--- src/hw/rtl/esub_pkg.sv ---
package esub_pkg;

    typedef struct packed {
        logic [1:0]  mode;
        logic [7:0]  event_num;
        logic [15:0] handler_id;
        logic [31:0] context_req;
        logic [31:0] timestamp;
    } esub_req_t;

    typedef struct packed {
        logic [2:0]  status;
        logic        found;
        logic [15:0] handler_out;
        logic [31:0] context_out;
        logic [31:0] time_out;
        logic        last;
    } esub_rsp_t;

    // request modes
    localparam logic [1:0] MODE_REGISTER = 2'd0;
    localparam logic [1:0] MODE_UNREG_H  = 2'd1;
    localparam logic [1:0] MODE_UNREG_EV = 2'd2;
    localparam logic [1:0] MODE_DISPATCH = 2'd3;

    // result status codes
    localparam logic [2:0] ST_REGISTERED = 3'd0;
    localparam logic [2:0] ST_PRESENT    = 3'd1;
    localparam logic [2:0] ST_FULL       = 3'd2;
    localparam logic [2:0] ST_NULL       = 3'd3;
    localparam logic [2:0] ST_DONE       = 3'd4;

    localparam logic [7:0] EV_EMPTY = 8'h00;
    localparam logic [7:0] EV_ANY   = 8'hFF;

    // controller to datapath
    typedef struct packed {
        logic load;
        logic step;
        logic finish;
    } esub_cmd_t;

    // datapath to controller
    typedef struct packed {
        logic can_step;
        logic last_slot;
        logic out_free;
    } esub_sts_t;

endpackage

--- src/hw/rtl/esub_dp.sv ---
module esub_dp #(
    parameter int SLOTS        = 64,
    parameter int HANDLER_BITS = 16
) (
    input  logic                aclk,
    input  logic                aresetn,
    input  esub_pkg::esub_cmd_t cmd,
    output esub_pkg::esub_sts_t sts,
    input  esub_pkg::esub_req_t s_data,
    output logic                m_valid,
    input  logic                m_ready,
    output esub_pkg::esub_rsp_t m_data
);
    import esub_pkg::*;

    localparam int IW = (SLOTS > 1) ? $clog2(SLOTS) : 1;
    localparam int HW = HANDLER_BITS;
    localparam int WW = 8 + HW;
    localparam logic [IW-1:0] LAST_IDX = IW'(SLOTS - 1);

    logic [WW-1:0]    mem [SLOTS];
    logic [SLOTS-1:0] valid_reg;
    logic [WW-1:0]    rd_data_reg;
    logic [IW-1:0]    idx_reg;
    esub_req_t        req_reg;
    logic             hit_reg;
    logic             empty_found_reg;
    logic [IW-1:0]    empty_idx_reg;
    logic             pend_valid_reg;
    logic [HW-1:0]    pend_h_reg;
    logic             out_valid_reg;
    esub_rsp_t        out_reg;

    logic [HW+15:0] h_ext;
    logic [HW+15:0] p_ext;
    logic [HW-1:0]  req_h;
    logic [7:0]     slot_ev;
    logic [HW-1:0]  slot_h;
    logic           ev_hit;
    logic           h_eq;
    logic           clr;
    logic           emit;
    logic           out_free;
    logic           is_last;
    logic           rd_en;
    logic [IW-1:0]  rd_addr;
    logic           wr_en;
    logic           load_out;
    esub_rsp_t      emit_rsp;
    esub_rsp_t      fin_rsp;

    // handler field narrowed or widened to the stored width
    assign h_ext = {{HW{1'b0}}, req_reg.handler_id};
    assign req_h = h_ext[HW-1:0];
    assign p_ext = {16'b0, pend_h_reg};

    // a slot never written since reset or since being cleared reads as empty
    assign slot_ev = valid_reg[idx_reg] ? rd_data_reg[WW-1:HW] : EV_EMPTY;
    assign slot_h  = valid_reg[idx_reg] ? rd_data_reg[HW-1:0] : '0;
    assign ev_hit  = (req_reg.event_num == EV_ANY) || (slot_ev == req_reg.event_num);
    assign h_eq    = (slot_h == req_h);

    always_comb begin
        clr  = 1'b0;
        emit = 1'b0;
        case (req_reg.mode)
            MODE_REGISTER: begin
                clr  = 1'b0;
            end
            MODE_UNREG_H: begin
                clr = (req_h != '0) && h_eq;
            end
            MODE_UNREG_EV: begin
                clr = (req_reg.event_num != EV_EMPTY) && ev_hit;
            end
            MODE_DISPATCH: begin
                emit = ev_hit && (slot_h != '0);
            end
            default: begin
                clr  = 1'b0;
                emit = 1'b0;
            end
        endcase
    end

    assign out_free      = !out_valid_reg || m_ready;
    assign is_last       = (idx_reg == LAST_IDX);
    assign sts.can_step  = !(emit && pend_valid_reg) || out_free;
    assign sts.last_slot = is_last;
    assign sts.out_free  = out_free;

    assign rd_en   = cmd.load || (cmd.step && !is_last);
    assign rd_addr = cmd.load ? '0 : idx_reg + 1'b1;
    assign wr_en   = cmd.finish && (req_reg.mode == MODE_REGISTER) && (req_h != '0)
                     && !hit_reg && empty_found_reg;

    always_ff @(posedge aclk) begin
        if (wr_en) begin
            mem[empty_idx_reg] <= {req_reg.event_num, req_h};
        end
        if (rd_en) begin
            rd_data_reg <= mem[rd_addr];
        end
    end

    always_ff @(posedge aclk) begin
        if (cmd.load) begin
            req_reg <= s_data;
        end
        if (cmd.step && emit) begin
            pend_h_reg <= slot_h;
        end
        if (load_out) begin
            out_reg <= cmd.finish ? fin_rsp : emit_rsp;
        end
    end

    // held match becomes a non-final result once the next match turns up
    always_comb begin
        emit_rsp.status      = ST_DONE;
        emit_rsp.found       = 1'b1;
        emit_rsp.handler_out = p_ext[15:0];
        emit_rsp.context_out = req_reg.context_req;
        emit_rsp.time_out    = req_reg.timestamp;
        emit_rsp.last        = 1'b0;
    end

    always_comb begin
        fin_rsp.status      = ST_DONE;
        fin_rsp.found       = 1'b0;
        fin_rsp.handler_out = '0;
        fin_rsp.context_out = '0;
        fin_rsp.time_out    = '0;
        fin_rsp.last        = 1'b1;
        case (req_reg.mode)
            MODE_REGISTER: begin
                if (req_h == '0) begin
                    fin_rsp.status = ST_NULL;
                end else if (hit_reg) begin
                    fin_rsp.status = ST_PRESENT;
                end else if (empty_found_reg) begin
                    fin_rsp.status = ST_REGISTERED;
                end else begin
                    fin_rsp.status = ST_FULL;
                end
            end
            MODE_DISPATCH: begin
                if (pend_valid_reg) begin
                    fin_rsp.found       = 1'b1;
                    fin_rsp.handler_out = p_ext[15:0];
                    fin_rsp.context_out = req_reg.context_req;
                    fin_rsp.time_out    = req_reg.timestamp;
                end
            end
            default: begin
                fin_rsp.status = ST_DONE;
            end
        endcase
    end

    assign load_out = (cmd.step && emit && pend_valid_reg) || cmd.finish;

    always_ff @(posedge aclk) begin
        if (!aresetn) begin
            valid_reg       <= '0;
            idx_reg         <= '0;
            hit_reg         <= 1'b0;
            empty_found_reg <= 1'b0;
            empty_idx_reg   <= '0;
            pend_valid_reg  <= 1'b0;
            out_valid_reg   <= 1'b0;
        end else begin
            if (cmd.load) begin
                idx_reg         <= '0;
                hit_reg         <= 1'b0;
                empty_found_reg <= 1'b0;
                pend_valid_reg  <= 1'b0;
            end
            if (cmd.step) begin
                if (!is_last) begin
                    idx_reg <= idx_reg + 1'b1;
                end
                if (req_reg.mode == MODE_REGISTER) begin
                    if (ev_hit && h_eq) begin
                        hit_reg <= 1'b1;
                    end
                    if ((slot_ev == EV_EMPTY) && !empty_found_reg) begin
                        empty_found_reg <= 1'b1;
                        empty_idx_reg   <= idx_reg;
                    end
                end
                if (clr) begin
                    valid_reg[idx_reg] <= 1'b0;
                end
                if (emit) begin
                    pend_valid_reg <= 1'b1;
                end
            end
            if (wr_en) begin
                valid_reg[empty_idx_reg] <= 1'b1;
            end
            if (load_out) begin
                out_valid_reg <= 1'b1;
            end else if (m_ready) begin
                out_valid_reg <= 1'b0;
            end
        end
    end

    assign m_valid = out_valid_reg;
    assign m_data  = out_reg;

endmodule

--- src/hw/rtl/esub_ctrl.sv ---
module esub_ctrl (
    input  logic                aclk,
    input  logic                aresetn,
    input  logic                s_valid,
    output logic                s_ready,
    input  esub_pkg::esub_sts_t sts,
    output esub_pkg::esub_cmd_t cmd
);
    import esub_pkg::*;

    localparam logic [1:0] S_IDLE   = 2'd0;
    localparam logic [1:0] S_SCAN   = 2'd1;
    localparam logic [1:0] S_FINISH = 2'd2;

    logic [1:0] state_reg;
    logic [1:0] state_next;

    assign s_ready = (state_reg == S_IDLE);

    always_comb begin
        state_next = state_reg;
        cmd.load   = 1'b0;
        cmd.step   = 1'b0;
        cmd.finish = 1'b0;
        case (state_reg)
            S_IDLE: begin
                if (s_valid) begin
                    cmd.load   = 1'b1;
                    state_next = S_SCAN;
                end
            end
            S_SCAN: begin
                // hold the slot while a dispatch result waits for the output register
                if (sts.can_step) begin
                    cmd.step = 1'b1;
                    if (sts.last_slot) begin
                        state_next = S_FINISH;
                    end
                end
            end
            S_FINISH: begin
                if (sts.out_free) begin
                    cmd.finish = 1'b1;
                    state_next = S_IDLE;
                end
            end
            default: begin
                state_next = S_IDLE;
            end
        endcase
    end

    always_ff @(posedge aclk) begin
        if (!aresetn) begin
            state_reg <= S_IDLE;
        end else begin
            state_reg <= state_next;
        end
    end

endmodule

--- src/hw/rtl/event_subscription_table.sv ---
// event subscription table
// s_ channel takes one request transaction (register, unregister by handler,
// unregister by event, dispatch); m_ channel returns its result transactions.
// register and both unregisters answer with one result; dispatch answers with
// one result per matching slot in slot order, or a single found=0 result,
// and last marks the final result of each request.
// every request walks the whole table through the single read port of the
// slot memory, one slot per cycle while the receiver does not stall; s_ready
// stays low from acceptance until the walk ends and its final result is
// loaded, so a new request is taken only once the last one is finished. a
// dispatch result is held until the next match is seen (or the end of the
// walk), and the last result is registered in the finish state after the
// walk.
// s_ready is high only between requests. when the receiver stalls, the walk
// pauses on the slot that needs to emit a result and resumes once the output
// register drains; nothing is dropped.
// reset (aresetn low, synchronous) marks every slot empty at once through
// per-slot valid bits and drops any result still held; no clearing pass.
module event_subscription_table #(
    parameter int SLOTS        = 64,
    parameter int HANDLER_BITS = 16
) (
    input  logic                aclk,
    input  logic                aresetn,
    input  logic                s_valid,
    output logic                s_ready,
    input  esub_pkg::esub_req_t s_data,
    output logic                m_valid,
    input  logic                m_ready,
    output esub_pkg::esub_rsp_t m_data
);
    import esub_pkg::*;

    esub_cmd_t cmd;
    esub_sts_t sts;

    esub_ctrl u_ctrl (
        .aclk    (aclk),
        .aresetn (aresetn),
        .s_valid (s_valid),
        .s_ready (s_ready),
        .sts     (sts),
        .cmd     (cmd)
    );

    esub_dp #(
        .SLOTS        (SLOTS),
        .HANDLER_BITS (HANDLER_BITS)
    ) u_dp (
        .aclk    (aclk),
        .aresetn (aresetn),
        .cmd     (cmd),
        .sts     (sts),
        .s_data  (s_data),
        .m_valid (m_valid),
        .m_ready (m_ready),
        .m_data  (m_data)
    );

endmodule
--- config.mk ---
export PLATFORM = sky130hd
export DESIGN_NAME = event_subscription_table
export DESIGN_NICKNAME = d
export VERILOG_FILES = /design/src/hw/rtl/esub_pkg.sv /design/src/hw/rtl/esub_dp.sv /design/src/hw/rtl/esub_ctrl.sv /design/src/hw/rtl/event_subscription_table.sv
export SDC_FILE = /design/constraint.sdc
export NUM_CORES = 2
export LEC_CHECK = 0
export BUFFER_PORTS_ARGS = -buffer_cell sky130_fd_sc_hd__buf_2
export CAP_MARGIN = 10
export CORE_ASPECT_RATIO = 0.6
export CORE_UTILIZATION = 62
export CTS_CLUSTER_DIAMETER = 150
export DETAILED_ROUTE_END_ITERATION = 6
export PLACE_DENSITY_LB_ADDON = 0.15
export SLEW_MARGIN = 20
export SYNTH_ARGS = -nofsm -noshare
export SYNTH_HDL_FRONTEND = slang
export SYNTH_SLANG_ARGS = --single-unit
export TNS_END_PERCENT = 20
--- constraint.sdc ---
create_clock -name aclk -period 7.3 [get_ports aclk]
set_input_delay 1.46 -clock aclk [delete_from_list [all_inputs] [get_ports aclk]]
set_output_delay 1.46 -clock aclk [all_outputs]
set_load 0.02 [all_outputs]
---- Word-level counts from Yosys, hierarchy flattened ----
Memory sizes are Yosys's and may differ from the RTL's. A register that Yosys moved wholly into a read port is not among the register bits.
Cells that the tools add are included.
storage, ports and cells
  bits of input ports ..................... 94
  output and inout bits ................... 87
  register bits after elaboration ......... 273
  bits in writable memories ............... 1536
  memories kept ........................... 1
cells by class
  add/subtract/negate cells ............... 1
  eq/ne operators ......................... 13
  mux-type cells .......................... 50
  order comparisons ....................... 4
  bitwise operators ....................... 3
  reduce and logical (&&, ||, !) cells .... 36
memory list
  name      depth  bits a word  read ports  clocked after memory_dff  write ports  RTL line       text
  u_dp.mem  64     24           1           1                         1            esub_dp.sv:21  logic [WW-1:0] mem [SLOTS];
operators with widths
  cell                                                               count
  two-way mux 64 bit                                                 4
  two-way mux 81 bit                                                 3
  AND 64 bit                                                         1
  NOT 64 bit                                                         1
  OR 64 bit                                                          1
  nonzero test 16 bit                                                2
  two-way mux 1 bit                                                  25
  two-way mux 6 bit                                                  4
  equality test 16 bit                                               1
  zero test 16 bit                                                   1
  two-way mux 16 bit                                                 1
  logical AND 1 bit                                                  15
  less-than comparator 6 x 7 -> 1 bit, second input constant         2
  demux 1 bit (select 6 bit)                                         2
  greater-or-equal comparator 6 x 1 -> 1 bit, second input constant  2
  two-way mux 2 bit                                                  6
  equality test 8 bit                                                1
  equality test 8 bit, second input constant                         1
  zero test 8 bit                                                    1
  two-way mux 8 bit                                                  1
  nonzero test 8 bit                                                 1
  adder 6 x 1 -> 6 bit, second input constant                        1
  binary-select mux 1 bit (select 6 bit)                             1
  equality test 2 bit, second input constant                         3
  14 further kinds                                                   26

---- Depth between registers and ports, before layout ----
  word-level depth ........................ 16
  depth in mapped cells ................... 17
  mapped depth without buffers ............ 12

---- Cells and area by module ----
Synthesis repeated with hierarchy kept, for this count alone.
second synthesis, totals
  cells, all modules ...................... 3933
  area total of the unflattened synthesis .. 71459.8 sq um
by module, submodules not included
  module     seq. area each (sq um)  instances  cells an instance  area an instance (sq um)
  esub_dp    54182.0                 1          3920               71345.9
  esub_ctrl  40.0                    1          13                 113.9

---- Worst setup path before layout ----
OpenSTA, ideal clock, no wires.
  path type ............................... input -> register
  from .................................... input s_valid
  to ...................................... register u_dp.rd_data_reg[23] (read register of u_dp.mem), data pin
  data required time ...................... 7.030 ns
  arrival ................................. 5.969 ns
  setup slack ............................. 1.061 ns
  path buffers ............................ 4
  setup time .............................. 0.270 ns
  stages on the path ...................... 11
  path through ............................ nand2_1 -> inv_1 -> clkbuf_1 -> clkbuf_1 -> clkbuf_1 -> clkbuf_1 -> o221ai_1 -> nand3_1 -> o221ai_1 -> a21oi_1 -> a21oi_1
RTL lines
  item                RTL line                        text
  start: declaration  event_subscription_table.sv:25  input logic s_valid,
  end: declaration    esub_dp.sv:23                   logic [WW-1:0] rd_data_reg;

---- Worst setup path in the final report ----
  from .................................... register u_dp.idx_reg[0]
  to ...................................... register u_dp.rd_data_reg[20] (read register of u_dp.mem), data pin
between the ends
  word-level cells in the longest chain between the ends .. 14
  elaborated cells between the ends (all ways) .. 20
  classes of those cells .................. 1 x add/sub; 2 x eq/ne; 8 x mux; 9 x reduce/logical
ends and longest elaborated chain
  item                                     RTL line                      text
  start: declaration                       esub_dp.sv:24                 logic [IW-1:0] idx_reg;
  start signal: assignment                 esub_dp.sv:181                idx_reg <= idx_reg + 1'b1;
  binary-select mux 1 bit (select 6 bit)   esub_dp.sv:58, esub_dp.sv:59
  two-way mux 1 bit (implied by the code)  esub_dp.sv:58, esub_dp.sv:59
  two-way mux 8 bit                        esub_dp.sv:58                 assign slot_ev = valid_reg[idx_reg] ? rd_data_reg[WW-1:HW] : EV_EMPTY;
  equality test 8 bit                      esub_dp.sv:60                 assign ev_hit = (req_reg.event_num == EV_ANY) || (slot_ev == req_reg.event_num);
  logical OR 1 bit                         esub_dp.sv:60
  logical AND 1 bit                        esub_dp.sv:77                 emit = ev_hit && (slot_h != '0);
  two-way mux 1 bit                        esub_dp.sv:66                 case (req_reg.mode)
  logical AND 1 bit                        esub_dp.sv:88                 assign sts.can_step = !(emit && pend_valid_reg) || out_free;
  zero test 1 bit                          esub_dp.sv:88
  logical OR 1 bit                         esub_dp.sv:88
  two-way mux 1 bit                        esub_ctrl.sv:34               if (sts.can_step) begin
  two-way mux 1 bit                        esub_ctrl.sv:25               case (state_reg)
  logical AND 1 bit                        esub_dp.sv:92                 assign rd_en = cmd.load || (cmd.step && !is_last);
  logical OR 1 bit                         esub_dp.sv:92
Parallel ways exist; a longest one is shown, timed or not. The select of a mux whose other input is x is not followed.
A chain may end at the register's enable or synchronous reset.

==> flow_summary_export.csv <==
group,metric,value,unit
logic_synthesis,ys_warn_count,0,
drt,wl_per_cell,30.9,um
timing,rsz0062_at_grt,"no",
setup_path,critPathSlowestCell,"a211oi_1",
layout,final_cell_area,81500,sq um
global_route,grt_pass1_wl,299000,um
global_route,grt_pass1_vias,41840,
timing,worst_slack,1810,ps
global_route,antenna_found_initial,8,
layout,nets,5244,
logic_synthesis,synthesis.area,73300,sq um
clocking,ctsHoldBuffers,0,
die,core,117000,sq um
layout,regArea,54200,sq um
clocking,cts_tree,"built",
pwr,seq_power_share,54.1,%
timing,final.setup.tns,0,ps
layout,drive_gt1_share,13.9,%
logic_synthesis,synth_edf_count,1751,
hold_path,hold_path.class,"flip-flop to flip-flop",
logic_synthesis,seq_area_frac_synth,74.0,%
setup_path,critPathMostFrequentCell,"a211oi_1",
drt,post-route-drc-count,0,
setup_path,crit_type,"flip-flop to flip-flop",
timing,final_hold_viol_count,0,
clocking,cts_post_setup_buffers_inserted,0,
drt,drtPass1Iterations,6,
run,cap_violations,0,
timing,finClkSkew,30.0,ps
setup_path,crit_chain,"ha_2, nor2b_1, or2_4, nand2_4, buf_12, buf_4, nand2_1, and3_1, a211oi_1, a311oi_1, a211oi_1, a211oi_1, a21oi_1",
placement,pre_cts_ws,1720,ps
placement,dpl.hpwl,125000,um
timing,maxSlewViolCount,0,
logic_synthesis,async_flop_share,0,%
layout,syn2layout_area_growth,11.3,%
pwr,p_int,16600,uW
die,die_y,268,um
clocking,cts_sinks,1833,
setup_path,cpPeakStageDelay,1010,ps
drt,antenna_left,0,
layout,largest_register,"u_dp.mem",
setup_path,path_max_fanout,67,
placement,place_congestion,0.978,
die,io_pins,181,
clocking,clkTransAtPathRegs,70,ps
setup_path,cp-start-kind,"flip-flop",
drt,via_per_inst,6.65,
die,die_w,446,um
timing,period_needed,5490,ps
placement,placed_cells,6567,
logic_synthesis,synth_seq_cells,1833,
logic_synthesis,ys_types,75,
setup_path,worstSetupEndpointType,"flip-flop",
logic_synthesis,syn_inst,4966,
layout,stdcell_count,6856,
clocking,numCtsBuffers,159,
drt,dr.first_iter.drc_count,7687,
die,die_area,120000,sq um
pwr,p_sw,5030,uW
timing,finalCritPeriodShare,75.3,%
timing,timing.fmax,0.182,GHz
global_route,grt_overflow,0,
clocking,cts.repair.resized,0,
run_status,status,"finished clean",
drt,vias,45626,
global_route,grt_max_degree,125,
clocking,h-tree-depth,4,
timing,slew_headroom,14.1,%
timing,worst_pin_slew,1280,ps
die,initial_core_util,62.7,%
drt,drt-total-wl,212000,um
layout,largest_reg_flops,1536,
pwr,pwr_density_cell,265,nW/um^2
setup_path,critical_path_arrival,6130,ps
pwr,combPwrFrac,7.6,%
global_route,grt_usage,35.3,%
logic_synthesis,syn_avg_cell_area,14.8,sq um
logic_synthesis,ys.flop_type,"edfxtp_1",
timing,final-setup-viol-count,0,
pwr,peakVddDrop,0.000340,V
clocking,clockRootBuffer,"clkbuf_16",
pwr,power_leakage,0.0272,uW
placement,placed_area,76500,sq um
logic_synthesis,synth_nets,5065,
layout,multi_input_area,17600,sq um
clocking,clock_path_buffers,3,
clocking,worstSkewPairLatency,790,ps
placement,place.port_buffers,180,
setup_path,required,7930,ps
die,num_rows,97,
pwr,switching_share,23.3,%
layout,nFillCells,7669,
pwr,clkPwrFrac,38.3,%
-- power groups by stage --
stage	Sequential (uW)	Clock, uW	Combinational, uW
global route	11700	8700	1700
finish	11700	8270	1650
CTS	11700	8310	1570
detailed placement	11900	0	1560
global placement	11900	0	1530
floorplan	11900	0	800
-- cell usage after synthesis, drive strengths merged, types with 82 or more instances --
library cell,n,area [sq um]
nand2,785,2950
a21oi,115,576
mux2i,319,3190
a311oi,122,1070
nor2,88,333
dfxtp,82,1640
buf,82,470
clkbuf,258,968
and3,102,638
nand3,215,1080
and2,90,566
o21ai,205,1040
a211oi,102,766
a31oi,97,607
edfxtp,1751,52600
-- stage by stage --
stage	hold slack [ps]	util, %	power (uW)
3_5_place_dp	463	65.4	13400
5_1_grt	525	69.8	22100
6_report	479	69.8	21600
3_3_place_gp	455	65.3	13400
2_1_floorplan	441	-	12700
4_1_cts	472	69.7	21500
-- path summary, 6_finish.rpt --
kind         slack [ps]                              to  depth (start not counted)                       start
max                1810  u_dp.rd_data_reg[20]$_DFFE_PP_                         13  u_dp.idx_reg[0]$_SDFF_PN0_
min                 480         u_dp.hit_reg$_SDFF_PN0_                          2     u_dp.hit_reg$_SDFF_PN0_
max reg2reg        1810  u_dp.rd_data_reg[20]$_DFFE_PP_                         13  u_dp.idx_reg[0]$_SDFF_PN0_
min reg2reg         480         u_dp.hit_reg$_SDFF_PN0_                          2     u_dp.hit_reg$_SDFF_PN0_
-- routing by layer --
metal | vias to the layer above | GRT usage (%) | wire [um]
li1 | 19417 | - | -
met5 | - | 0 | 184
met3 | 324 | 14.2 | 34500
met4 | 8 | 8.84 | 4530
met2 | 3058 | 46.7 | 86500
met1 | 22819 | 54.2 | 86200
-- logic make-up after synthesis --
kind of cell / count (synthesis) / share of synthesized area, %
buf+inv: 414 / 2.34
xor+xnor: 17 / 0.203
mux: 377 / 6.01
fa+ha+maj: 5 / 0.0854
simple gates: 1448 / 9.13
compound gates: 872 / 8.22
flops: 1833 / 74.0
-- final cells by class --
| class | count | area share (%) |
|---|---|---|
| Antenna cell | 3 | 0.00921 |
| Clock buffer | 197 | 5.24 |
| Clock inverter | 88 | 0.882 |
| Inverter | 74 | 0.350 |
| Multi-Input combinational cell | 2719 | 21.5 |
| Sequential cell | 1833 | 66.5 |
| Tap cell | 1584 | 2.43 |
| Timing Repair Buffer | 358 | 3.05 |
-- cell usage in the layout (no fill, tap or decap), types with 22 or more instances in the layout --
| cell | instances |
|---|---|
| nand3_1 | 215 |
| dfxtp_1 | 81 |
| inv_1 | 53 |
| o221ai_1 | 55 |
| clkinv_1 | 42 |
| or3_1 | 51 |
| nor2_1 | 81 |
| and2_1 | 89 |
| o21ai_0 | 200 |
| buf_2 | 180 |
| or2_2 | 22 |
| a311oi_1 | 112 |
| clkbuf_1 | 30 |
| and3_1 | 102 |
| nor2b_1 | 37 |
| mux2i_1 | 319 |
| mux4_2 | 48 |
| a31oi_1 | 94 |
| a211oi_1 | 99 |
| edfxtp_1 | 1751 |
| nand2_1 | 781 |
| o22ai_1 | 78 |
| clkbuf_16 | 165 |
| buf_4 | 158 |
| clkinv_2 | 30 |
| a21oi_1 | 114 |
| o211ai_1 | 27 |
-- critical path: cells and delay by family, from the launching register on --
family / cells / cell delay (ps)
AOI/OAI and AO/OA: 5 / 1780
buffers and inverters: 2 / 740
and+or+nand+nor: 5 / 1330
adders and majority gates: 1 / 410
DFF: 1 / 930
Note: power is estimated with default switching activity, not from simulation.
